$ cat config.mk
export PLATFORM = sky130hd
export DESIGN_NAME = mf3_regs
export DESIGN_NICKNAME = d
export VERILOG_FILES = /design/src/sv/mf3_pkg.sv /design/src/sv/mf3_regs.sv
export SDC_FILE = /design/constraint.sdc
export NUM_CORES = 1
export LEC_CHECK = 0
export CAP_MARGIN = 20
export CORE_MARGIN = 3
export CORE_UTILIZATION = 60
export DETAILED_ROUTE_END_ITERATION = 7
export DONT_BUFFER_PORTS = 1
export GPL_TIMING_DRIVEN = 0
export PLACE_DENSITY = 0.76
export RECOVER_POWER = 100
export SETUP_SLACK_MARGIN = 0.15
export SKIP_CTS_REPAIR_TIMING = 1
export SYNTH_ARGS = -nofsm -noshare
export SYNTH_HDL_FRONTEND = slang
export SYNTH_SLANG_ARGS = --single-unit
$ cat constraint.sdc
create_clock -name clk -period 1.2 [get_ports clk]
set_input_delay 0.18 -clock clk [delete_from_list [all_inputs] [get_ports clk]]
set_output_delay 0.18 -clock clk [all_outputs]
set_load 0.01 [all_outputs]
$ cat src/sv/mf3_pkg.sv
// ----------------------------------------------------------------------------
// mf3_pkg: shared types and constants of the 3x3 median filter
// Beat layouts, register map and sizing constants used by every module.
// ----------------------------------------------------------------------------
package mf3_pkg;

    localparam int DATA_W           = 8;
    localparam int ROW_W            = 12;
    localparam int COL_OUT_W        = 10;
    localparam int CHAN_OUT_W       = 2;
    localparam int WIN_TAPS         = 9;
    localparam int MAX_HEIGHT       = 4096;
    localparam int DEF_MAX_WIDTH    = 1024;
    localparam int DEF_MAX_CHANNELS = 4;
    localparam int MID_DEPTH        = 4;
    localparam int OUT_DEPTH        = 8;
    localparam int APB_ADDR_W       = 4;

    // Register map, by word index.
    localparam logic [1:0] REG_IMAGE_WIDTH   = 2'd0;
    localparam logic [1:0] REG_IMAGE_HEIGHT  = 2'd1;
    localparam logic [1:0] REG_CHANNEL_COUNT = 2'd2;

    localparam logic [10:0] RST_IMAGE_WIDTH   = 11'd640;
    localparam logic [12:0] RST_IMAGE_HEIGHT  = 13'd480;
    localparam logic [2:0]  RST_CHANNEL_COUNT = 3'd1;

    typedef struct packed {
        logic [10:0] image_width;
        logic [12:0] image_height;
        logic [2:0]  channel_count;
    } cfg_t;

    typedef struct packed {
        logic [DATA_W-1:0] sample;
        logic              frame_start;
    } in_item_t;

    typedef struct packed {
        logic [DATA_W-1:0]     median_value;
        logic [ROW_W-1:0]      out_row;
        logic [COL_OUT_W-1:0]  out_col;
        logic [CHAN_OUT_W-1:0] out_chan;
        logic                  frame_last;
    } result_t;

    typedef struct packed {
        logic [ROW_W-1:0]      out_row;
        logic [COL_OUT_W-1:0]  out_col;
        logic [CHAN_OUT_W-1:0] out_chan;
        logic                  frame_last;
    } meta_t;

    // One classified sample handed from the front to the back.
    typedef struct packed {
        logic [DATA_W-1:0] sample;
        logic [DATA_W-1:0] above2;
        logic [DATA_W-1:0] above1;
        logic              emit;
        meta_t             meta;
    } mid_item_t;

endpackage

$ cat src/sv/mf3_regs.sv
// ----------------------------------------------------------------------------
// mf3_regs: configuration registers
// APB-style register file holding image width, height and channel count.
// ----------------------------------------------------------------------------
module mf3_regs
    import mf3_pkg::*;
(
    input  logic                  clk,
    input  logic                  rst_n,
    input  logic                  psel,
    input  logic                  penable,
    input  logic                  pwrite,
    input  logic [APB_ADDR_W-1:0] paddr,
    input  logic [31:0]           pwdata,
    output logic [31:0]           prdata,
    output logic                  pready,
    output cfg_t                  cfg
);

    cfg_t       cfg_reg;
    logic [1:0] reg_index;
    logic       wr_en;

    assign reg_index = paddr[3:2];
    assign wr_en     = psel && penable && pwrite;
    assign pready    = 1'b1;
    assign cfg       = cfg_reg;

    always_ff @(posedge clk or negedge rst_n)
    begin
        if (!rst_n)
        begin
            cfg_reg.image_width   <= RST_IMAGE_WIDTH;
            cfg_reg.image_height  <= RST_IMAGE_HEIGHT;
            cfg_reg.channel_count <= RST_CHANNEL_COUNT;
        end
        else if (wr_en)
        begin
            unique case (reg_index)
                REG_IMAGE_WIDTH:   cfg_reg.image_width   <= pwdata[10:0];
                REG_IMAGE_HEIGHT:  cfg_reg.image_height  <= pwdata[12:0];
                REG_CHANNEL_COUNT: cfg_reg.channel_count <= pwdata[2:0];
                default:           ;
            endcase
        end
    end

    always_comb
    begin
        unique case (reg_index)
            REG_IMAGE_WIDTH:   prdata = {21'd0, cfg_reg.image_width};
            REG_IMAGE_HEIGHT:  prdata = {19'd0, cfg_reg.image_height};
            REG_CHANNEL_COUNT: prdata = {29'd0, cfg_reg.channel_count};
            default:           prdata = 32'd0;
        endcase
    end

endmodule

---- Yosys cells after proc, flatten, opt, wreduce, memory -nomap -nowiden ----
Cells that the tools add are included.
word-level totals
  bits in registers ....................... 27
  latch bits .............................. 0
  bits in writable memories ............... 0
  bits in read-only memories .............. 0
  input port bits ......................... 41
  memories ................................ 0
operators by class
  add/subtract/negate cells ............... 0
  multipliers ............................. 0
  div/mod/pow operators ................... 0
  order comparisons ....................... 0
  eq/ne operators ......................... 2
  shift operators ......................... 0
  multiplexer cells ....................... 1
  bitwise gates (word level) .............. 0
  reductions and logical operators ........ 6
operators with widths
  kind                  count
  $pmux W13 S3          1
  $reduce_and A2 Y1     3
  $eq A2 B1 Y1 const B  1
  $eq A2 B2 Y1 const B  1
  $logic_and A1 B1 Y1   2
  $logic_not A2 Y1      1

---- Longest topological paths before layout ----
  word-level depth ........................ 3
  mapped depth ............................ 4
  gate-level depth less buffers ........... 3

---- Least setup slack after synthesis ----
Ideal clock, no wire load.
  path type ............................... input -> register
  start point ............................. input port paddr[2]
  end point ............................... register cfg_reg, in the netlist cfg[16]
  setup time .............................. 0.125 ns
  arrival ................................. 1.120 ns
  data required time ...................... 1.075 ns
  setup slack ............................. -0.045 ns
  stages .................................. 4
  cells stage by stage .................... buf_4 > nor3_1 > buf_2 > mux2_2
between the ends
  longest elaborated chain between the ends .. 2
ends and longest elaborated chain
  element                      line            RTL
  start, declared              mf3_regs.sv:13  input logic [APB_ADDR_W-1:0] paddr,
  $logic_not A2 Y1             mf3_regs.sv:39  unique case (reg_index)
  $reduce_and A2 Y1 (no line)  n/a
  end, declared                mf3_regs.sv:20  cfg_t cfg_reg;
Every way passes these cells.
A chain may end at the register's enable or synchronous reset.

---- Worst setup path after layout ----
  start point ............................. register cfg_reg, in the netlist cfg[8]
  end point ............................... output port prdata[5]
between the ends
  longest elaborated chain between the ends .. 1
ends and longest elaborated chain
  element        line            RTL
  $pmux W13 S3   mf3_regs.sv:50  unique case (reg_index)
  end, declared  mf3_regs.sv:15  output logic [31:0] prdata,
Every way passes these cells.

==> results.yml <==
worst_setup_path:
  crit_slowest_cell: "dfstp_2"
  cp_max_fo: 3
  reg2reg_depth: 1
  critPathRequiredTime_ns: 1.02
  critical_path.startpoint_type: "register"
  crit_path_cell_trace: "mux2i_2 -> nor2_2"
  crit_type: "register to primary output"
  cpPeakStageDelay_ns: 0.61
  arrival_ns: 1.19
  end_kind: "primary output"
sta:
  max_freq_mhz: 728
  worst_pin_slew_ns: 0.752
  hold_violations: 0
  slew_viol_final: 0
  slew_headroom: 0.499
  min_period_ns: 1.37
  skew_ns: 0
  hold_slack_ns: 0.121
  setup_ws_ns: -0.173
  finalSetupViolations: 13
  min_period_over_period: 1.14
  grt_setup_unrepaired: "yes"
routing:
  wl_per_cell_um: 19.6
  drt-pass1-iter-count: 4
  wl_mm: 3.48
  routed_via_density: 5.45
  drt-initial-drc-count: 14
  ant_nets: 0
  via_count: 964
  drc: 0
placement:
  postPlaceCellArea_um2: 1620
  place_congestion: 0.713
  numPortBuffers: 0
  post-place-cells: 158
  dpl.hpwl_mm: 2.16
logic_synthesis:
  muxShareOfSynthArea: 0.297
  yosys.area_share.simple: 0.0690
  synthXorXnorAreaFrac: 0
  synth_warnings: 0
  synth_cell_type_count: 18
  ys_seq_elements: 27
  synth_top_family_by_area: "multiplexers"
  syn_area_um2: 1400
  synthAdderAreaFrac: 0
  ys_seq_area_frac: 0.490
  synthCells: 113
  syn_avg_cell_area_um2: 12.4
  synth_compound_area_frac: 0.0108
layout:
  final-seq-area_um2: 691
  layout_common_cells: "buf_4, conb_1, mux2_4"
  stdcell_area_um2: 1840
  fillers: 95
  antenna_cells: 0
  multiInputGateArea_um2: 743
  finalNonFillerCells: 177
  area_growth_pct: 32.1
  largest_reg_flops: 27
  drive_gt1_frac: 0.580
  num-nets-final: 192
cts:
  cts_root_buffer: "clkbuf_4"
  cts.sinks: 27
  numCtsBuffers: 3
  htreeDepth: 1
  clock_path_buffers: 2
  clk_latency_ns: 0.31
  clk_pin_slew_ns: 0.14
  cts_tree: "yes"
die:
  ios: 101
  fp.coreArea_um2: 2080
  fp.dieH_um: 54.2
  dieArea_um2: 2940
  rows: 16
  initial_core_util: 0.671
  die_x_um: 54.2
pwr:
  p_leak_nw: 0.873
  p_per_area_nw_per_um2: 1400
  power_mw: 2.58
  peakVddDrop_uv: 1100
grt:
  grt_max_degree: 28
  gr-total-overflow: 0
  grt_use_total: 0.201
  grt_antenna_before_repair: 0
  first_global_vias: 914
  grt_pass1_wl_mm: 4.25
flow_run:
  maxCapViolCount: 0
run_status:
  violations: "setup timing"
  run_status: "finished with violations"
min_path:
  hold_depth: 2
  min_path_type: "input pin to register"
final cells by class:
class | instances | area share
well taps | 27 | 0.0183
clock buffers | 3 | 0.0122
plain buffers | 25 | 0.109
repair buffers | 15 | 0.0787
multi-input cells | 79 | 0.403
flip-flops and latches | 27 | 0.374
clock inverters | 1 | 0.00407
power breakdown:
part / leakage [nW] / internal [mW] / switching, mW / total (mW)
Combinational: 0.546 / 0.404 / 0.278 / 0.683
Sequential: 0.313 / 1.17 / 0.332 / 1.50
Clock: 0.0139 / 0.127 / 0.265 / 0.392
Total: 0.873 / 1.70 / 0.876 / 2.58
critical path, delay by kind of cell (launching register included):
kind,cells,cell delay [ns]
multiplexers,1,0.10
flip-flops,1,0.61
AND/OR/NAND/NOR,1,0.17
Yosys cell counts:
cell type	number	area share
nor2_1	8	0.022
nand2_1	3	0.0081
dfstp_2	7	0.13
mux2_1	3	0.024
dfrtp_1	20	0.36
nor3b_2	1	0.0090
clkbuf_1	1	0.0027
o21ai_0	3	0.011
conb_1	2	0.0054
or3b_1	1	0.0063
buf_4	22	0.12
mux2i_1	11	0.079
nor3_1	1	0.0036
nand3_1	1	0.0036
nor2b_1	1	0.0045
mux2_2	24	0.19
and3b_1	2	0.013
buf_2	2	0.0072
path summary, 6_finish.rpt:
check / from / end / slack [ns]
setup / recovery: cfg[8]$_DFFE_PN1P_ / prdata[5] / -0.17
hold / removal: paddr[3] / cfg[17]$_DFFE_PN0P_ / 0.12
setup reg to reg: cfg[21]$_DFFE_PN0P_ / cfg[21]$_DFFE_PN0P_ / 0.32
hold reg to reg: cfg[6]$_DFFE_PN0P_ / cfg[6]$_DFFE_PN0P_ / 0.60
max in group asynchronous: rst_n / cfg[3]$_DFFE_PN0P_ / 0.31
min in group asynchronous: rst_n / cfg[19]$_DFFE_PN0P_ / 0.44
per-stage QoR:
step | utilization | TNS (ns) | setup WS, ns
after floorplan | - | 0 | 0.0687
after global placement | 0.778 | -0.367 | -0.0402
after detailed placement | 0.778 | -0.326 | -0.0417
after CTS | 0.793 | -1.82 | -0.236
after global routing | 0.886 | -2.02 | -0.227
final | 0.886 | -1.10 | -0.173
per-layer routing:
metal  track usage  vias up  share of wire
met2         0.351       60           0.55
met1         0.229      480           0.35
met4        0.0498        0         0.0043
met5             0        -              0
li1              -      422              -
met3        0.0817        2          0.096
logic make-up (layout without fill, tap and decap cells):
group	after synthesis	count (layout)
compound gates	3	3
buf+inv	25	44
flops	27	27
mux	38	38
other cells	2	20
simple gates	18	18
Note: power is estimated with default switching activity, not from simulation.
