[config.mk]
export PLATFORM = sky130hd
export DESIGN_NAME = mf3_back
export DESIGN_NICKNAME = d
export VERILOG_FILES = /design/src/sv/mf3_pkg.sv /design/src/sv/mf3_back.sv
export SDC_FILE = /design/constraint.sdc
export NUM_CORES = 1
export LEC_CHECK = 0
export BUFFER_PORTS_ARGS = -buffer_cell sky130_fd_sc_hd__clkbuf_2
export CORE_ASPECT_RATIO = 1.25
export CORE_MARGIN = 5
export CORE_UTILIZATION = 62
export DETAILED_ROUTE_END_ITERATION = 10
export HOLD_SLACK_MARGIN = 0.08
export PLACE_DENSITY = 0.8
export SETUP_SLACK_MARGIN = 0.1
export SYNTH_ARGS = -nofsm -noshare
export SYNTH_HDL_FRONTEND = slang
export SYNTH_SLANG_ARGS = --single-unit
[constraint.sdc]
create_clock -name clk -period 16.5 [get_ports clk]
set_input_delay 0.825 -clock clk [delete_from_list [all_inputs] [get_ports clk]]
set_output_delay 0.825 -clock clk [all_outputs]
set_load 0.05 [all_outputs]
[src/sv/mf3_pkg.sv]
// ----------------------------------------------------------------------------
// mf3_pkg: shared types and constants of the 3x3 median filter
// Beat layouts, register map and sizing constants used by every module.
// ----------------------------------------------------------------------------
package mf3_pkg;

    localparam int DATA_W           = 8;
    localparam int ROW_W            = 12;
    localparam int COL_OUT_W        = 10;
    localparam int CHAN_OUT_W       = 2;
    localparam int WIN_TAPS         = 9;
    localparam int MAX_HEIGHT       = 4096;
    localparam int DEF_MAX_WIDTH    = 1024;
    localparam int DEF_MAX_CHANNELS = 4;
    localparam int MID_DEPTH        = 4;
    localparam int OUT_DEPTH        = 8;
    localparam int APB_ADDR_W       = 4;

    // Register map, by word index.
    localparam logic [1:0] REG_IMAGE_WIDTH   = 2'd0;
    localparam logic [1:0] REG_IMAGE_HEIGHT  = 2'd1;
    localparam logic [1:0] REG_CHANNEL_COUNT = 2'd2;

    localparam logic [10:0] RST_IMAGE_WIDTH   = 11'd640;
    localparam logic [12:0] RST_IMAGE_HEIGHT  = 13'd480;
    localparam logic [2:0]  RST_CHANNEL_COUNT = 3'd1;

    typedef struct packed {
        logic [10:0] image_width;
        logic [12:0] image_height;
        logic [2:0]  channel_count;
    } cfg_t;

    typedef struct packed {
        logic [DATA_W-1:0] sample;
        logic              frame_start;
    } in_item_t;

    typedef struct packed {
        logic [DATA_W-1:0]     median_value;
        logic [ROW_W-1:0]      out_row;
        logic [COL_OUT_W-1:0]  out_col;
        logic [CHAN_OUT_W-1:0] out_chan;
        logic                  frame_last;
    } result_t;

    typedef struct packed {
        logic [ROW_W-1:0]      out_row;
        logic [COL_OUT_W-1:0]  out_col;
        logic [CHAN_OUT_W-1:0] out_chan;
        logic                  frame_last;
    } meta_t;

    // One classified sample handed from the front to the back.
    typedef struct packed {
        logic [DATA_W-1:0] sample;
        logic [DATA_W-1:0] above2;
        logic [DATA_W-1:0] above1;
        logic              emit;
        meta_t             meta;
    } mid_item_t;

endpackage

[src/sv/mf3_back.sv]
// ----------------------------------------------------------------------------
// mf3_back: window columns and median network
// Shifts each beat into its channel's 3x3 window and finds the median in
// a three-stage pipeline: column sort, row selection, final median.
// ----------------------------------------------------------------------------
module mf3_back
    import mf3_pkg::*;
#(
    parameter int MAX_CHANNELS = DEF_MAX_CHANNELS
)
(
    input  logic                           clk,
    input  logic                           rst_n,
    input  logic                           mid_empty,
    input  mid_item_t                      mid_item,
    output logic                           mid_pop,
    input  logic [$clog2(OUT_DEPTH+1)-1:0] out_count,
    output logic                           res_push,
    output result_t                        res_item
);

    localparam int CH_W   = (MAX_CHANNELS > 1) ? $clog2(MAX_CHANNELS) : 1;
    localparam int OCNT_W = $clog2(OUT_DEPTH + 1);

    function automatic logic [DATA_W-1:0] min2(input logic [DATA_W-1:0] a,
                                               input logic [DATA_W-1:0] b);
        min2 = (a < b) ? a : b;
    endfunction

    function automatic logic [DATA_W-1:0] max2(input logic [DATA_W-1:0] a,
                                               input logic [DATA_W-1:0] b);
        max2 = (a < b) ? b : a;
    endfunction

    function automatic logic [DATA_W-1:0] med3(input logic [DATA_W-1:0] a,
                                               input logic [DATA_W-1:0] b,
                                               input logic [DATA_W-1:0] c);
        med3 = max2(min2(a, b), min2(max2(a, b), c));
    endfunction

    logic [DATA_W-1:0] win_reg [MAX_CHANNELS][WIN_TAPS];
    logic [DATA_W-1:0] win_new [WIN_TAPS];
    logic [CH_W-1:0]   ch;
    logic [OCNT_W:0]   in_flight;

    logic              w_vld_reg, s_vld_reg, m_vld_reg;
    logic [DATA_W-1:0] w_win_reg [WIN_TAPS];
    meta_t             w_meta_reg, s_meta_reg, m_meta_reg;
    logic [DATA_W-1:0] s_lo_reg [3];
    logic [DATA_W-1:0] s_mid_reg [3];
    logic [DATA_W-1:0] s_hi_reg [3];
    logic [DATA_W-1:0] m_a_reg, m_b_reg, m_c_reg;

    assign ch = mid_item.meta.out_chan[CH_W-1:0];

    // A beat is taken only when the result queue has room for everything in flight.
    assign in_flight = {1'b0, out_count} + (OCNT_W + 1)'(w_vld_reg)
                     + (OCNT_W + 1)'(s_vld_reg) + (OCNT_W + 1)'(m_vld_reg);
    assign mid_pop   = !mid_empty && (in_flight < (OCNT_W + 1)'(OUT_DEPTH));

    // Window is column-major, oldest column first; the new column enters last.
    always_comb
    begin
        for (int k = 0; k < WIN_TAPS - 3; k++)
        begin
            win_new[k] = win_reg[ch][k + 3];
        end
        win_new[WIN_TAPS - 3] = mid_item.above2;
        win_new[WIN_TAPS - 2] = mid_item.above1;
        win_new[WIN_TAPS - 1] = mid_item.sample;
    end

    always_ff @(posedge clk or negedge rst_n)
    begin
        if (!rst_n)
        begin
            w_vld_reg <= 1'b0;
            s_vld_reg <= 1'b0;
            m_vld_reg <= 1'b0;
        end
        else
        begin
            w_vld_reg <= mid_pop && mid_item.emit;
            s_vld_reg <= w_vld_reg;
            m_vld_reg <= s_vld_reg;
        end
    end

    always_ff @(posedge clk)
    begin
        if (mid_pop)
        begin
            for (int k = 0; k < WIN_TAPS; k++)
            begin
                win_reg[ch][k] <= win_new[k];
                w_win_reg[k]   <= win_new[k];
            end
            w_meta_reg <= mid_item.meta;
        end

        for (int c = 0; c < 3; c++)
        begin
            s_lo_reg[c]  <= min2(min2(w_win_reg[3*c], w_win_reg[3*c+1]), w_win_reg[3*c+2]);
            s_mid_reg[c] <= med3(w_win_reg[3*c], w_win_reg[3*c+1], w_win_reg[3*c+2]);
            s_hi_reg[c]  <= max2(max2(w_win_reg[3*c], w_win_reg[3*c+1]), w_win_reg[3*c+2]);
        end
        s_meta_reg <= w_meta_reg;

        m_a_reg    <= max2(max2(s_lo_reg[0], s_lo_reg[1]), s_lo_reg[2]);
        m_b_reg    <= med3(s_mid_reg[0], s_mid_reg[1], s_mid_reg[2]);
        m_c_reg    <= min2(min2(s_hi_reg[0], s_hi_reg[1]), s_hi_reg[2]);
        m_meta_reg <= s_meta_reg;
    end

    assign res_push              = m_vld_reg;
    assign res_item.median_value = med3(m_a_reg, m_b_reg, m_c_reg);
    assign res_item.out_row      = m_meta_reg.out_row;
    assign res_item.out_col      = m_meta_reg.out_col;
    assign res_item.out_chan     = m_meta_reg.out_chan;
    assign res_item.frame_last   = m_meta_reg.frame_last;

endmodule

; ---- Yosys cells after proc, flatten, opt, wreduce, memory -nomap -nowiden
; Memory sizes are Yosys's and may differ from the RTL's.
; Cells that the tools add are included.
[word_totals]
word_cells = 84
input_bits = 57
regBits = 102
ram_bits = 432
output_inout_bits = 35
n_memories = 5
[classes]
n_addsub = 3
order_cmp = 23
muxes = 32
reduce_logical = 3
[mem_list]
columns = name, depth, word_bits, rd, rd_clocked_by_memory_dff, write_ports, line_no
row1 = win_reg, 4, 72, 1, 0, 1, mf3_back.sv:41  ; logic [DATA_W-1:0] win_reg [MAX_CHANNELS][WIN_TAPS];
row2 = w_win_reg, 9, 8, 9, 0, 9, mf3_back.sv:47  ; logic [DATA_W-1:0] w_win_reg [WIN_TAPS];
row3 = s_hi_reg, 3, 8, 3, 0, 3, mf3_back.sv:51  ; logic [DATA_W-1:0] s_hi_reg [3];
row4 = s_lo_reg, 3, 8, 3, 0, 3, mf3_back.sv:49  ; logic [DATA_W-1:0] s_lo_reg [3];
row5 = s_mid_reg, 3, 8, 3, 0, 3, mf3_back.sv:50  ; logic [DATA_W-1:0] s_mid_reg [3];
[ops]
columns = op, count
row1 = $mux 8, 30
row2 = $lt 8x8->1, 22
row3 = $add 5x1->5, 2
row4 = $add 4x1->5, 1
row5 = $lt 5x4->1 const B, 1
row6 = $logic_and 1x1->1, 2
row7 = $mux 1, 2
row8 = $logic_not 1->1, 1

; ---- Depth between registers and ports, before layout
[logic_depth]
ltp_word = 7
ltp_mapped = 27
mapped_depth_nobuf = 24

; ---- Worst setup path before layout
; Ideal clock, no wire load.
[synth_path]
path_kind = in2reg
start = in out_count[0]
end = mem win_reg[0][0] in the netlist's numbering (enable)
t_required_ns = 15.977
path_buffers = 0
stages = 5
setup_time_ns = 0.523
t_arrival_ns = 13.480
slack_ns = 2.497
path_cell_list = fa_1 ha_1 a31o_2 a211oi_1 nor3b_1
[synth_via]
elab_chain_cells = 7
[synth_rtl]
columns = item, line_no
row1 = "start, declared", mf3_back.sv:17  ; input logic [$clog2(OUT_DEPTH+1)-1:0] out_count,
row2 = $add 4x1->5, mf3_back.sv:57  ; assign in_flight = {1'b0, out_count} + (OCNT_W + 1)'(w_vld_reg)
row3 = $add 5x1->5 (2 in a row), mf3_back.sv:58  ; + (OCNT_W + 1)'(s_vld_reg) + (OCNT_W + 1)'(m_vld_reg);
row4 = $lt 5x4->1, mf3_back.sv:59  ; assign mid_pop = !mid_empty && (in_flight < (OCNT_W + 1)'(OUT_DEPTH));
row5 = $logic_and 1x1->1, mf3_back.sv:59
row6 = via mid_pop, mf3_back.sv:16  ; output logic mid_pop,
row7 = $mux 1, mf3_back.sv:91  ; if (mid_pop)
row8 = $mux 1 (not written as such), mf3_back.sv:95  ; win_reg[ch][k] <= win_new[k];
row9 = "end, declared", mf3_back.sv:41
; The timed path passes the listed nets, and every way through them passes these cells.

==> summary.md <==
| Metric | Value |
|---|---|
| Run status | `complete, no violations` |
| Cell taking the most area after synthesis | `edfxtp_1` |
| Max reg flops | `192` |
| # DRC | `0` |
| Post-synth top area share | `43.99%` |
| Number of global-route vias before repair | `12120` |
| Met3 wire length | `just over 2000 um` |
| Syn_nets | `1667` |
| Final WL | `43820 um` |
| Met1 Wirelength | `16810 um` |
| Clock-pin slew on the worst setup and hold paths | `0.06 ns` |
| Core ar. | `31600 um2` |
| Synth Flop Type | `edfxtp_1` |
| Post-DP HPWL | `30940 um` |
| Minimum clock period | `7.910 ns` |
| H-tree depth | `2` |
| Critical Path AT | `7.09 ns` |
| Largest net degree at the start of global routing | `61` |
| Highest metal layer with signal wires | `met4` |
| CP endpoint kind | `primary output` |
| Clk sink count | `438` |
| Post-synth EDFFs | `289` |
| P_leak | `9.056 nW` |
| Crit Path Max Fanout | `16` |
| Count of final setup violators | `0` |
| Rel. slew slack | `29.64%` |
| Die area | `35510 um2` |
| Setup Crit Path Kind | `reg2out` |
| Die Span X | `169.6 um` |
| Synth unique cells | `68` |
| Slew @ Worst Pin | `about 1.1 ns` |
| Hold Path Class | `reg2reg` |
| Final Slew Violations | `0` |
| Routed Antenna Nets | `0` |
| Max IR drop VDD | `about 0.00051 V` |
| All-Layer GR Usage | `25.08%` |
| Vias per inst | `5.943` |
| CP Launch Type | `register` |
| Unrepaired setup endpoints after global routing | `no` |
| Initial antenna violation count | `0` |
| Seq/Total Area, Yosys | `roughly 59%` |
| Wire length per cell | `21.85 um` |
| CTS tree | `built` |
| Max cap viols | `0` |
| Req. time, crit path | `15.67 ns` |
| CTS Buffer Depth | `3` |
| Num CTS Buffers | `40` |
| Period utilization | `47.94%` |
| Area grow syn2layout | `11.90%` |
| Utilization after layout | `69.86%` |
| Layout cell share with drive strength beyond 1 | `19.84%` |
| Leading cell type in the layout, fill and taps excluded | `edfxtp_1` |
| Syn avg cell area | `about 14 um2` |
| Skew-Pair Late Insertion Delay | `~0.55 ns` |
| Row cnt | `73` |
| DRT iter0 DRCs | `around 940` |
| Worst Skew | `0.02876 ns` |
| Total gr overflow | `0` |
| Final Hold Vio Count | `0` |
| Initial Util | `62.43%` |
| Post_cts resized | `0` |
| Peak Freq | `about 0.13 GHz` |
| IO Count | `92` |
| Total number of vias | `11920` |
| Cell Pwr Density | `a little under 200 nW/um2` |
| Final Wtd Congestion | `0.9135` |
| Port bufs | `91` |
| N_diodes | `0` |
| Worst reg-to-reg setup slack | `roughly 9.5 ns` |
| Metal2 WL | `23110 um` |
| Drt first pass iters | `7` |
| Top cells by area, synth | `edfxtp_1 (44%), dfxtp_1 (15%), ha_1 (9.8%)` |
| Clock Tree Root | `clkbuf_16` |
| TNS Setup | `0 ns` |
| Die Span Y | `209.4 um` |
| Synthesized area | `roughly 20000 um2` |
| First-pass GRT wire length | `68690 um` |
| Synth Instances | `roughly 1500` |
| Nets | `between 1500 and 2000` |
| Number of synthesized register bits | `438` |
| Async SR Flop Fraction | `0.6849%` |
| Most frequent cells in the layout | `edfxtp_1 (289), ha_1 (155), dfxtp_1 (146)` |
| YS warnings | `0` |
-- stage by stage --
step | total power, W | hold WS [ns] | cells | instance area (um2) | worst slack [ns]
after floorplan | 0.002875 | 0.3096 | 1454 | 19730 | 2.497
after global placement | 0.003237 | 0.3098 | 1931 | 20650 | 9.336
after detailed placement | 0.003278 | 0.3121 | 1931 | 20650 | 9.173
after CTS | 0.004265 | 0.3272 | 2005 | 22080 | 8.582
after global routing | 0.004522 | 0.3281 | 2005 | 22080 | 7.821
final | 0.004247 | 0.3259 | 2005 | 22080 | 8.590
-- Yosys cell counts, types with 7 or more instances --
cell and number:
o21ai_0 74, dfxtp_1 146, ha_1 155, mux2i_1 67, a21oi_1 74, nand2_1 82
a211oi_1 13, nand2b_1 9, mux2_2 73, o21a_1 10, clkbuf_1 14, inv_1 137
nor2b_1 10, buf_2 17, o211ai_1 11, mux4_2 48, a2111oi_0 8, nor2_1 60
and3_1 7, nand3_1 10, nand4_1 18, a21o_1 28, edfxtp_1 289
-- critical path: stages (launching register included) --
cell and delay, ns:
dfxtp_1 0.32, inv_1 0.05, ha_1 0.32, and3_1 0.22, a221oi_1 0.25, o21ai_0 0.21, a21oi_1 0.59, buf_4 0.32
mux2_2 0.37, ha_1 0.30, a211oi_1 0.21, nor2_1 0.12, a2111oi_0 0.35, mux2i_1 0.17, nand2_1 0.39, nor2_1 0.07
a21oi_1 0.20, ha_1 0.28, a211oi_1 0.22, nor2_1 0.08, nor3_1 0.23, and2_1 0.17, nand4_1 0.11, nand2_1 0.42
o211ai_1 0.14, and3_1 0.20, clkbuf_2 0.23
-- cell families after synthesis --
family | synth area share [%]
flops | 59.18
compound gates | 8.828
simple gates | 5.498
buf+inv | 3.462
fa+ha+maj | 9.931
mux | 13.10
-- final cells by class --
cell class                      count  area (um2)
Clock buffer                       48        1104
Clock inverter                     25       312.8
Fill cell                        2101        9525
Inverter                          137       514.2
Multi-Input combinational cell    842        7405
Sequential cell                   438       11680
Tap cell                          412       515.5
Timing Repair Buffer              103       550.5
-- what timing repair did --
action,CTS,global route
hold buffers,1,0
endpoints found under the hold margin,3,0
setup buffers,0,0
-- report_power, final --
part	total, W	switching (W)	internal [W]
Combinational	0.00191	0.00126	0.000656
Sequential	0.00135	0.0000712	0.00128
Clock	0.000978	0.000400	0.000578
Total	0.00425	0.00173	0.00252
-- path summary, 6_finish.rpt --
kind | startpoint | end | depth (start not counted)
worst max-delay path | m_b_reg[6] | res_item[25] | 26
worst min-delay path | s_meta_reg[24] | res_item[24] | 0
worst max register to register | s_mid_reg[0][13] | m_b_reg[0] | 23
worst min register to register | s_meta_reg[24] | res_item[24] | 0
max in group asynchronous | rst_n | res_push | 2
min in group asynchronous | rst_n | w_vld_reg | 2
-- layer usage --
metal | global-route usage (%) | vias up
li1 | - | 5676
met2 | 44.95 | 367
met1 | 30.72 | 5788
met5 | 0 | -
met4 | 9.775 | 0
met3 | 3.429 | 85
(Power assumes the default switching activity.)
