## src/sv/mf3_pkg.sv

```systemverilog
// ----------------------------------------------------------------------------
// mf3_pkg: shared types and constants of the 3x3 median filter
// Beat layouts, register map and sizing constants used by every module.
// ----------------------------------------------------------------------------
package mf3_pkg;

    localparam int DATA_W           = 8;
    localparam int ROW_W            = 12;
    localparam int COL_OUT_W        = 10;
    localparam int CHAN_OUT_W       = 2;
    localparam int WIN_TAPS         = 9;
    localparam int MAX_HEIGHT       = 4096;
    localparam int DEF_MAX_WIDTH    = 1024;
    localparam int DEF_MAX_CHANNELS = 4;
    localparam int MID_DEPTH        = 4;
    localparam int OUT_DEPTH        = 8;
    localparam int APB_ADDR_W       = 4;

    // Register map, by word index.
    localparam logic [1:0] REG_IMAGE_WIDTH   = 2'd0;
    localparam logic [1:0] REG_IMAGE_HEIGHT  = 2'd1;
    localparam logic [1:0] REG_CHANNEL_COUNT = 2'd2;

    localparam logic [10:0] RST_IMAGE_WIDTH   = 11'd640;
    localparam logic [12:0] RST_IMAGE_HEIGHT  = 13'd480;
    localparam logic [2:0]  RST_CHANNEL_COUNT = 3'd1;

    typedef struct packed {
        logic [10:0] image_width;
        logic [12:0] image_height;
        logic [2:0]  channel_count;
    } cfg_t;

    typedef struct packed {
        logic [DATA_W-1:0] sample;
        logic              frame_start;
    } in_item_t;

    typedef struct packed {
        logic [DATA_W-1:0]     median_value;
        logic [ROW_W-1:0]      out_row;
        logic [COL_OUT_W-1:0]  out_col;
        logic [CHAN_OUT_W-1:0] out_chan;
        logic                  frame_last;
    } result_t;

    typedef struct packed {
        logic [ROW_W-1:0]      out_row;
        logic [COL_OUT_W-1:0]  out_col;
        logic [CHAN_OUT_W-1:0] out_chan;
        logic                  frame_last;
    } meta_t;

    // One classified sample handed from the front to the back.
    typedef struct packed {
        logic [DATA_W-1:0] sample;
        logic [DATA_W-1:0] above2;
        logic [DATA_W-1:0] above1;
        logic              emit;
        meta_t             meta;
    } mid_item_t;

endpackage

```

## src/sv/mf3_fifo.sv

```systemverilog
// ----------------------------------------------------------------------------
// mf3_fifo: small synchronous queue
// Register-based first-in first-out buffer with an occupancy count.
// ----------------------------------------------------------------------------
module mf3_fifo
    import mf3_pkg::*;
#(
    parameter int  DEPTH  = MID_DEPTH,
    parameter type ITEM_T = mid_item_t
)
(
    input  logic                       clk,
    input  logic                       rst_n,
    input  logic                       push,
    input  ITEM_T                      push_item,
    input  logic                       pop,
    output ITEM_T                      pop_item,
    output logic                       empty,
    output logic [$clog2(DEPTH+1)-1:0] count
);

    localparam int PTR_W = $clog2(DEPTH);
    localparam int CNT_W = $clog2(DEPTH + 1);

    ITEM_T            mem [DEPTH];
    logic [PTR_W-1:0] wr_ptr_reg, wr_ptr_next;
    logic [PTR_W-1:0] rd_ptr_reg, rd_ptr_next;
    logic [CNT_W-1:0] count_reg, count_next;

    assign empty    = (count_reg == '0);
    assign count    = count_reg;
    assign pop_item = mem[rd_ptr_reg];

    always_comb
    begin
        wr_ptr_next = wr_ptr_reg;
        rd_ptr_next = rd_ptr_reg;
        count_next  = count_reg;
        if (push)
        begin
            wr_ptr_next = (wr_ptr_reg == PTR_W'(DEPTH - 1)) ? '0 : wr_ptr_reg + 1'b1;
        end
        if (pop)
        begin
            rd_ptr_next = (rd_ptr_reg == PTR_W'(DEPTH - 1)) ? '0 : rd_ptr_reg + 1'b1;
        end
        if (push && !pop)
        begin
            count_next = count_reg + 1'b1;
        end
        else if (pop && !push)
        begin
            count_next = count_reg - 1'b1;
        end
    end

    always_ff @(posedge clk or negedge rst_n)
    begin
        if (!rst_n)
        begin
            wr_ptr_reg <= '0;
            rd_ptr_reg <= '0;
            count_reg  <= '0;
        end
        else
        begin
            wr_ptr_reg <= wr_ptr_next;
            rd_ptr_reg <= rd_ptr_next;
            count_reg  <= count_next;
        end
    end

    always_ff @(posedge clk)
    begin
        if (push)
        begin
            mem[wr_ptr_reg] <= push_item;
        end
    end

endmodule

```

## config.mk

```make
export PLATFORM = sky130hd
export DESIGN_NAME = mf3_fifo
export DESIGN_NICKNAME = d
export VERILOG_FILES = /design/src/sv/mf3_pkg.sv /design/src/sv/mf3_fifo.sv
export SDC_FILE = /design/constraint.sdc
export NUM_CORES = 1
export LEC_CHECK = 0
export CAP_MARGIN = 10
export CORE_ASPECT_RATIO = 0.5
export CORE_MARGIN = 4
export CORE_UTILIZATION = 50
export CTS_CLUSTER_DIAMETER = 150
export DETAILED_ROUTE_END_ITERATION = 10
export DONT_BUFFER_PORTS = 1
export PLACE_DENSITY = 0.72
export SETUP_SLACK_MARGIN = 0.2
export SLEW_MARGIN = 40
export SYNTH_ARGS = -nofsm -noshare
export SYNTH_HDL_FRONTEND = slang
export SYNTH_SLANG_ARGS = --single-unit
```

## constraint.sdc

```tcl
create_clock -name clk -period 5.88 [get_ports clk]
set_input_delay 0.882 -clock clk [delete_from_list [all_inputs] [get_ports clk]]
set_output_delay 0.882 -clock clk [all_outputs]
set_load 0.005 [all_outputs]
```

After elaboration in Yosys (flattened, before gate mapping) --
Memories as Yosys holds them, arrays and structs flattened. Index checks and enable logic that the tools add are counted.
Word-level totals: register bits 7, RAM bits 200, input port bits 54, output and inout bits 54, memories kept 1
Memory list:
- mem | depth 4, bits a word 50, rd ports 1, clocked after Yosys merged registers in 0, wr ports 1, RTL line mf3_fifo.sv:25 | ITEM_T mem [DEPTH];
Cells by class: $add $sub $neg 4, equal/unequal tests 2, muxes and demuxes 6, reduce and logical (&&, ||, !) cells 6
Operators with widths (number):
- $mux W3 | 2
- $add A2 B1 Y2 const B | 2
- $eq A2 B2 Y1 const B | 2
- $mux W2 | 2
- $add A3 B1 Y3 const B | 1
- $logic_not A3 Y1 | 1
- $sub A3 B1 Y3 const B | 1
- $logic_and A1 B1 Y1 | 2
- $logic_not A1 Y1 | 2
- $mux W1 | 2
- $reduce_bool A2 Y1 | 1

Logic depth before layout (Yosys ltp) --
Gate-level depths: netlist (run 1).
depth after elaboration 4, gate-level depth with buffers 7, mapped depth without buffers 7

Worst setup path before layout (run 1) --
OpenSTA, ideal clock, no wires.
kind input-to-reg, from input port push, to memory mem[0][0] (netlist name), enable pin, arrival time 2.076 ns, slack 3.391 ns, stages 1, path buffers 0, path through and2_1
On the way: longest elaborated chain between the ends 2
RTL lines:
- start: declaration | RTL line mf3_fifo.sv:14 | input logic push,
- $mux W1 | RTL line mf3_fifo.sv:75 | if (push)
- $mux W1 (not written as such) | RTL line mf3_fifo.sv:77 | mem[wr_ptr_reg] <= push_item;
- end: declaration | RTL line mf3_fifo.sv:25
No other way between the ends.

==> flow_summary.ini, run 1 <==
[outcome]
outcome = finished, final reports clean

[clock_network]
clock_latency_ps = 480
cts.path.max_buffers = 3
cts_htree_levels = 1
clk_pin_slew_ps = 70
cts-hold-fix-buffers = 0
post_cts_buffers = 0
clock-sinks = 207
root_buffer = clkbuf_16
cts_tree = done
numCtsBuffers = 19
cts_resized = 0

[timing]
setup_viol = 0
maxSlewHeadroom_pct = 49.5
setup_tns_ps = 0
fin_crit_ps = 3080
rsz0062_at_grt = false
worst_slack_ps = 2800
hold_viol_final = 0
fin_crit_sh_pct = 52.5
fin_skew_ps = 13.6
fin_hold_ws_ps = 92.2
slew_viol_final = 0
tightest_slew_ps = 757
max_freq_mhz = 324

[detailed_routing]
maxUsedRoutingLayer = met4
wl_um = 12500
wl_met2_um = 6360
dr.pass1.iters = 4
routedWlPerCell_um = 24.0
wl_met3_um = 905
vias = 2982
vias_per_cell = 5.71
wl_met1_um = 5030
drc = 0
drtIter0Drc = 187
ant_nets = 0

[die]
fp.coreArea_um2 = 14700
die_h_um = 95.7
num_rows = 31
ios = 108
start_util_pct = 52.1
dieArea_um2 = 17500
die-width_um = 183

[finish]
largest_register_ffs = 200
layout-drive-gt1-share_pct = 28.1
regArea_um2 = 6190
multi_input_area_um2 = 1350
finalNetCount = 374
n_antenna_cell = 0
syn_to_final_growth_pct = 10.3
num-fill-cells = 1040

[critical_path]
path_cells = buf_4 > mux4_2
critical_path.endpoint_type = output pin
critPathKind = reg -> out
path_max_fanout = 27
cpMaxStageDelayCell = dfrtp_2
cp.arrival_ps = 2200
cp-start-kind = flop
critPathRequiredTime_ps = 5000
slowest_delay_ps = 810

[synthesis]
synth_seq_cells = 207
ys_seq_area_share_pct = 80.4
netlist_area_um2 = 7680
syn-instance-count = 298
ys_types = 19
yosys_warnings = 0
synth.avg_cell_area_um2 = 25.8
synth.net_count = 359

[global_routing]
grt_pass1_vias = 3317
grt_first_pass_wirelength_um = 19300
grt_antenna_before_repair = 0
grt_overflow = 0
grt_max_degree = 51
grt_util_all_layers_pct = 14.6

[min_path]
hold_path_class = in -> async

[pwr]
intPower_w = 0.00303
p_total_w = 0.00409
p_sw_w = 0.00105
leakagePower_nw = 2.70
combPwrFrac_pct = 20.0
clkPwrFrac_pct = 29.8
seq_power_share_pct = 50.3
p_per_area_nw_per_um2 = 482
switching_share_pct = 25.8
ir_drop_uv = 286

[placed_design]
dpl.hpwl_um = 7320
dp_slack_ps = 3260
gp_congestion = 0.668
io_buffers = 0

[run]
cap_violations = 0
[worst max-delay path: cells and delay by family (launching register included)]
family,cells,cell delay [ps]
multiplexers,1,410
flip-flops,1,810
buffers and inverters,1,480
[final timing paths]
kind | cells after the start | start | slack [ps] | endpoint
setup / recovery | 2 | rd_ptr_reg[1] | 2800 | pop_item[23]
hold / removal | 0 | rst_n | 90 | count[1]
setup reg to reg | 3 | rd_ptr_reg[1] | 3890 | rd_ptr_reg[1]
hold reg to reg | 1 | count[2] | 550 | count[2]
max in group asynchronous | 0 | rst_n | 5710 | rd_ptr_reg[0]
min in group clk | 0 | push_item[29] | 500 | mem[0][29]
[layout by cell type, fill, tap and decap left out, types with 3 or more instances in the layout]
cell         n
dfrtp_1      5
clkinv_2     4
and2_2       4
inv_1        4
mux4_2      48
mux2_2       3
ha_1         6
buf_4        5
edfxtp_1   200
bufinv_16    3
nor2_1       3
clkbuf_16   19
[power groups by stage]
stage	Clock, W	Sequential, W	Combinational, W
floorplan	0	0.00198	0.000793
global placement	0	0.00212	0.000754
detailed placement	0	0.00209	0.000844
CTS	0.00126	0.00206	0.000849
global route	0.00133	0.00209	0.000884
finish	0.00122	0.00205	0.000816
[final cells by class]
cell class,instances,area share (%)
Clock buffer,21,5.70
Sequential cell,207,73.0
Timing Repair Buffer,6,0.679
Clock inverter,11,1.58
Tap cell,198,2.92
Inverter,4,0.177
Multi-Input combinational cell,75,16.0
[metal layers]
layer / vias up / global-route usage [%]
li1: 1286 / -
met1: 1597 / 18.6
met2: 79 / 25.0
met3: 20 / 4.65
met4: 0 / 3.59
met5: - / 0
[cell families after synthesis]
family | synth area share, %
mux | 15.2
simple gates | 0.635
compound gates | 0.130
fa+ha+maj | 1.24
flops | 80.4
buf+inv | 2.02
xor+xnor | 0.342
[synthesized netlist by cell type]
cell type  count  area [um^2]
xor2_1         2         17.5
o21ai_0        2         10.0
buf_6          1         11.3
nor3_1         1         5.00
ha_1           6         75.1
buf_2          5         25.0
fa_1           1         20.0
clkbuf_1       1         3.75
inv_1          4         15.0
dfrtp_1        7          175
and2_1         4         25.0
mux4_1         2         52.6
mux2_2         3         33.8
xnor2_1        1         8.76
mux4_2        48         1080
nor2_1         3         11.3
buf_12         5          100
nand2_1        2         7.51
edfxtp_1     200         6010
[through the flow]
stage | util, % | instance area, um^2 | instances
6_report | 57.5 | 8480 | 522
5_1_grt | 57.5 | 8480 | 522
4_1_cts | 57.5 | 8480 | 522
3_5_place_dp | 53.3 | 7860 | 490
3_3_place_gp | 53.2 | 7840 | 489
2_1_floorplan | - | 7680 | 298
Power figures use the tool's default switching activity.
==> run 2: changes to the inputs <==
--- a/config.mk
+++ b/config.mk
@@ -5,6 +5,7 @@
 export SDC_FILE = /design/constraint.sdc
 export NUM_CORES = 1
 export LEC_CHECK = 0
+export ABC_AREA = 1
 export CAP_MARGIN = 10
 export CORE_ASPECT_RATIO = 0.5
 export CORE_MARGIN = 4
@@ -12,7 +13,7 @@
 export CTS_CLUSTER_DIAMETER = 150
 export DETAILED_ROUTE_END_ITERATION = 10
 export DONT_BUFFER_PORTS = 1
-export PLACE_DENSITY = 0.72
+export PLACE_DENSITY = 0.75
 export SETUP_SLACK_MARGIN = 0.2
 export SLEW_MARGIN = 40
 export SYNTH_ARGS = -nofsm -noshare
==> constraint.sdc (replaced) <==
create_clock -name clk -period 2.7 [get_ports clk]
set_input_delay 0.405 -clock clk [delete_from_list [all_inputs] [get_ports clk]]
set_output_delay 0.405 -clock clk [all_outputs]
set_load 0.005 [all_outputs]
==> run 2 against run 1 <==
Against the previous run:
- largest cell class unchanged
- sequential share of layout area is 8.0 points lower
- via count is 58% higher
- register-to-register slack got worse by 2800 ps
==> flow_summary.ini, run 2 <==
[outcome]
outcome = finished, final reports clean

[synthesis]
ys_seq_area_share_pct = 73.3
yosysTopAreaCellShare_pct = 71.3
yosysMostFrequentCell = edfxtp_1
synth_area_leaders = edfxtp_1, o211ai_1, nand2_1, inv_1, buf_6
yosys_warnings = 0
synth_seq_cells = 207
yosysTopAreaCell = edfxtp_1
syn-instance-count = 635
netlist_area_um2 = 8430
ys.flop_type = edfxtp_1
synth.net_count = 696
synthArstFlopShare_pct = 3.38
ys_types = 18
synth.avg_cell_area_um2 = 13.3
synth_common_cells = edfxtp_1, nand2_1, inv_1
synth_edf_count = 200

[clock_network]
clock-sinks = 207
numCtsBuffers = 19
root_buffer = clkbuf_16
cts_htree_levels = 1
clock_latency_ps = 480
post_cts_buffers = 0
cts.path.max_buffers = 3
cts_tree = done
clk_pin_slew_ps = 60

[global_routing]
busiest_layer = met2
grt_first_pass_wirelength_um = 23600
grt_pass1_vias = 4507
use_met1_pct = 19.7
grt_util_all_layers_pct = 15.8
grt_antenna_before_repair = 0
grt_overflow = 0
met3_usage_pct = 3.79
met2_usage_pct = 28.3
grt_max_degree = 65

[detailed_routing]
vias_per_cell = 5.18
routedWlPerCell_um = 17.0
ant_nets = 0
drc = 0
dr.pass1.iters = 4
drtIter0Drc = 241
wl_um = 15500
vias = 4710

[placed_design]
dpl.hpwl_um = 8720
gp_congestion = 0.728
io_buffers = 0

[timing]
hold_viol_final = 0
rsz0062_at_grt = false
maxSlewHeadroom_pct = 71.1
setup_tns_ps = 0
slew_viol_final = 0
tightest_slew_ps = 434
setup_viol = 0
fin_crit_sh_pct = 85.7
fin_crit_ps = 2310
max_freq_mhz = 432
fin_skew_ps = 20.9
fin_hold_ws_ps = 24.0

[die]
num_rows = 33
ios = 108
die-width_um = 192
die_h_um = 99.8
dieArea_um2 = 19100
fp.coreArea_um2 = 16400
start_util_pct = 51.3

[min_path]
hold_path_class = in -> reg
min_from = push_item[27]

[critical_path]
critPathRequiredTime_ps = 2300
cp.arrival_ps = 1910
r2r-start = wr_ptr_reg[0]
cp-start-kind = flop
critPathKind = reg -> out
critical_path.endpoint_type = output pin
path_max_fanout = 64
startpoint = rd_ptr_reg[0]

[pwr]
p_sw_w = 0.00295
switching_share_pct = 32.0
seq_power_share_pct = 46.6
intPower_w = 0.00625
p_total_w = 0.00920
combPwrFrac_pct = 26.5
p_per_area_nw_per_um2 = 967
clkPwrFrac_pct = 26.9
ir_drop_uv = 479
leakagePower_nw = 3.70

[finish]
largest_register_ffs = 200
layout.cells.most_common_list = edfxtp_1, nand2_1, inv_1, o211ai_1, dlygate4sd3_1
syn_to_final_growth_pct = 12.9
layout_commonest_cell = edfxtp_1
finalNetCount = 734
n_antenna_cell = 0
layout-drive-gt1-share_pct = 6.88

[run]
cap_violations = 0
run 2: cells by family (layout without fill, tap and decap cells):
family | Yosys count | in the layout | share of synthesized area (%)
flops | 207 | 207 | 73.3
simple gates | 170 | 170 | 7.63
buf+inv | 146 | 194 | 8.54
compound gates | 104 | 104 | 9.26
fa+ha+maj | 7 | 7 | 1.13
xor+xnor | 1 | 1 | 0.104
run 2: cell type report:
type,instances,area (um^2)
multi-input combinational,282,1530
tap,227,284
sequential,207,6180
fill,1290,6920
inverter,113,432
timing repair buffer,50,531
clock buffer,23,490
clock inverter,8,70.1
run 2: routing by layer:
metal	vias up	wire length, um	part of all wire [%]
li1	2285	-	-
met2	87	7920	51
met1	2308	6460	42
met3	30	770	5.0
met5	-	0	0
met4	0	356	2.3
run 2: power by group through the flow:
stage	clock network (W)	registers (W)	logic, W
2_1_floorplan	0	0.00432	0.00196
3_3_place_gp	0	0.00433	0.00236
3_5_place_dp	0	0.00436	0.00243
4_1_cts	0.00254	0.00429	0.00248
5_1_grt	0.00269	0.00433	0.00275
6_report	0.00247	0.00428	0.00244
run 2: final timing paths:
check,slack [ps],cells after the start,end
setup / recovery,390,5,pop_item[10]
hold / removal,20,0,mem[3][27]
setup reg to reg,1090,5,mem[2][0]
hold reg to reg,580,2,count[2]
max in group asynchronous,2190,1,rd_ptr_reg[1]
min in group asynchronous,250,1,count[1]
run 2: critical path, stage by stage (launching register included):
cell      delay [ps]
dfrtp_1          460
inv_8            290
buf_12           290
nand2_1           90
o211ai_1          90
nand2_1          120
run 2: stage by stage:
| step | instances | setup WS (ps) | utilization [%] | cell area (um^2) |
|---|---|---|---|---|
| 2_1_floorplan | 635 | 659 | - | 8430 |
| 3_3_place_gp | 842 | 890 | 52.2 | 8580 |
| 3_5_place_dp | 842 | 865 | 52.2 | 8580 |
| 4_1_cts | 896 | 332 | 57.0 | 9370 |
| 5_1_grt | 910 | 248 | 57.9 | 9520 |
| 6_report | 910 | 386 | 57.9 | 9520 |
run 2: repair_timing:
action | CTS | global route
gates resized for setup | 0 | 2
hold buffers | 23 | 14
endpoints found under the setup margin | 0 | 3
hold endpoints to repair | 65 | 34
==> run 3: changes to the inputs <==
--- a/config.mk
+++ b/config.mk
@@ -9,11 +9,11 @@
 export CAP_MARGIN = 10
 export CORE_ASPECT_RATIO = 0.5
 export CORE_MARGIN = 4
-export CORE_UTILIZATION = 50
+export CORE_UTILIZATION = 36
 export CTS_CLUSTER_DIAMETER = 150
 export DETAILED_ROUTE_END_ITERATION = 10
 export DONT_BUFFER_PORTS = 1
-export PLACE_DENSITY = 0.75
+export PLACE_DENSITY = 0.59
 export SETUP_SLACK_MARGIN = 0.2
 export SLEW_MARGIN = 40
 export SYNTH_ARGS = -nofsm -noshare
==> run 3 against run 2 <==
Against the previous run:
- worst hold slack better by 11 ps
- count of clock-buffer cells in the layout up 1
- largest cell class unchanged
- critical endpoint is now pop_item[47]
- utilization down 14 points
- largest power group unchanged
==> flow_summary.ini, run 3 (same netlist as run 2, synthesis figures left out) <==
[outcome]
outcome = finished, final reports clean

[clock_network]
root_buffer = clkbuf_16
cts_htree_levels = 1
cts_resized = 0
clock-sinks = 207
numCtsBuffers = 20
cts.path.max_buffers = 3
cts_tree = done
clk_pin_slew_ps = 60
clock_latency_ps = 490

[die]
dieArea_um2 = 26100
num_rows = 39
die-width_um = 224
start_util_pct = 36.7
fp.coreArea_um2 = 22900
die_h_um = 116
ios = 108

[global_routing]
grt_pass1_vias = 4492
grt_antenna_before_repair = 1
grt_max_degree = 56
grt_overflow = 0
grt_util_all_layers_pct = 12.2
grt_first_pass_wirelength_um = 25000

[detailed_routing]
vias = 4689
dr.pass1.iters = 4
ant_nets = 0
wl_um = 16500
vias_per_cell = 4.58
drc = 0
routedWlPerCell_um = 16.1
drtIter0Drc = 208

[timing]
hold_viol_final = 0
fin_crit_sh_pct = 84.5
fin_skew_ps = 14.0
tightest_slew_ps = 724
rsz0062_at_grt = false
slew_viol_final = 0
fin_crit_ps = 2280
setup_tns_ps = 0
maxSlewHeadroom_pct = 51.7
setup_viol = 0
max_freq_mhz = 438

[pwr]
clkPwrFrac_pct = 27.9
p_total_w = 0.00949
p_per_area_nw_per_um2 = 952
combPwrFrac_pct = 27.2
seq_power_share_pct = 45.0
intPower_w = 0.00644
p_sw_w = 0.00306
leakagePower_nw = 3.85
ir_drop_uv = 438
switching_share_pct = 32.2

[min_path]
min_from = push
hold_path_class = in -> reg
holdPathStages = 1

[finish]
final_cell_count_no_fill = 1024
layout.cells.most_common_list = edfxtp_1, nand2_1, inv_1, o211ai_1, dlygate4sd3_1
syn_to_final_growth_pct = 18.4
layout-drive-gt1-share_pct = 7.12
largest_register_ffs = 200
final_core_util_pct = 43.5
fin_area_um2 = 9980
layout_commonest_cell = edfxtp_1
finalNetCount = 763

[run]
cap_violations = 0

[placed_design]
io_buffers = 0
gp_congestion = 0.687
place_inst = 924
placed_cell_area_um2 = 8720
dpl.hpwl_um = 9830

[critical_path]
path_cells = inv_6 > buf_4 > nand2_1 > o211ai_1 > nand2_1
startpoint = rd_ptr_reg[0]
critPathKind = reg -> out
cpMostUsedCell = nand2_1
cp-start-kind = flop
critical_path.endpoint_type = output pin
r2r-start = wr_ptr_reg[1]
path_max_fanout = 55
cp.arrival_ps = 1880
slowest_delay_ps = 430
r2r_cells = 5
critPathRequiredTime_ps = 2300
cpMaxStageDelayCell = dfrtp_1
==> run 3: changes by cell type in the layout (fill, tap and decap cells not counted) <==
cell,before,now
clkbuf_1,4,3
diode_2,0,1
inv_8,1,0
clkinvlp_4,0,1
buf_12,5,7
clkbuf_16,19,21
inv_6,0,1
dlygate4sd3_1,37,63
clkinv_4,2,1
clkinv_1,2,6
==> run 3: worst max-delay path, delay by kind of cell (launching register included) <==
kind                   cells  cell delay, ps
AND/OR/NAND/NOR            2             210
buffers and inverters      2             650
flip-flops                 1             430
AO/OA/AOI/OAI              1              90
==> run 3: power groups by stage <==
stage | clock (W) | sequential [W] | combinational [W]
after global routing | 0.00286 | 0.00431 | 0.00293
after global placement | 0 | 0.00433 | 0.00253
after floorplan | 0 | 0.00432 | 0.00196
after detailed placement | 0 | 0.00435 | 0.00257
after CTS | 0.00273 | 0.00428 | 0.00266
final | 0.00264 | 0.00427 | 0.00258
==> run 3: layout make-up <==
| cell class | count | area, um^2 |
|---|---|---|
| fillers | 2060 | 13000 |
| flip-flops and latches | 207 | 6180 |
| multi-input cells | 282 | 1530 |
| repair buffers | 78 | 831 |
| clock buffers | 24 | 537 |
| inverters | 113 | 429 |
| well taps | 307 | 384 |
| clock inverters | 12 | 83.8 |
| diodes | 1 | 2.50 |
==> run 3: timing repair <==
item                      CTS  global route
hold endpoints to repair  171            36
setup buffers               0             0
hold buffers               49            14
==> run 3: final timing paths <==
kind,to,slack [ps]
hold / removal,wr_ptr_reg[1],30
max in group asynchronous,rd_ptr_reg[1],2160
setup reg to reg,mem[1][16],900
min in group asynchronous,wr_ptr_reg[0],260
hold reg to reg,count[2],570
setup / recovery,pop_item[47],420
==> run 3: metrics by stage <==
stage	setup WS [ps]	hold slack (ps)
after floorplan	659	109
after global placement	908	110
after detailed placement	842	110
after CTS	373	0.279
after global routing	273	40.1
final	419	34.7
==> run 3: routing by layer <==
layer	vias up	GRT usage, %	part of all wire, %
li1	2343	-	-
met1	2263	15.0	43
met2	58	23.0	52
met3	25	2.34	2.9
met4	0	2.45	1.6
met5	-	0	0
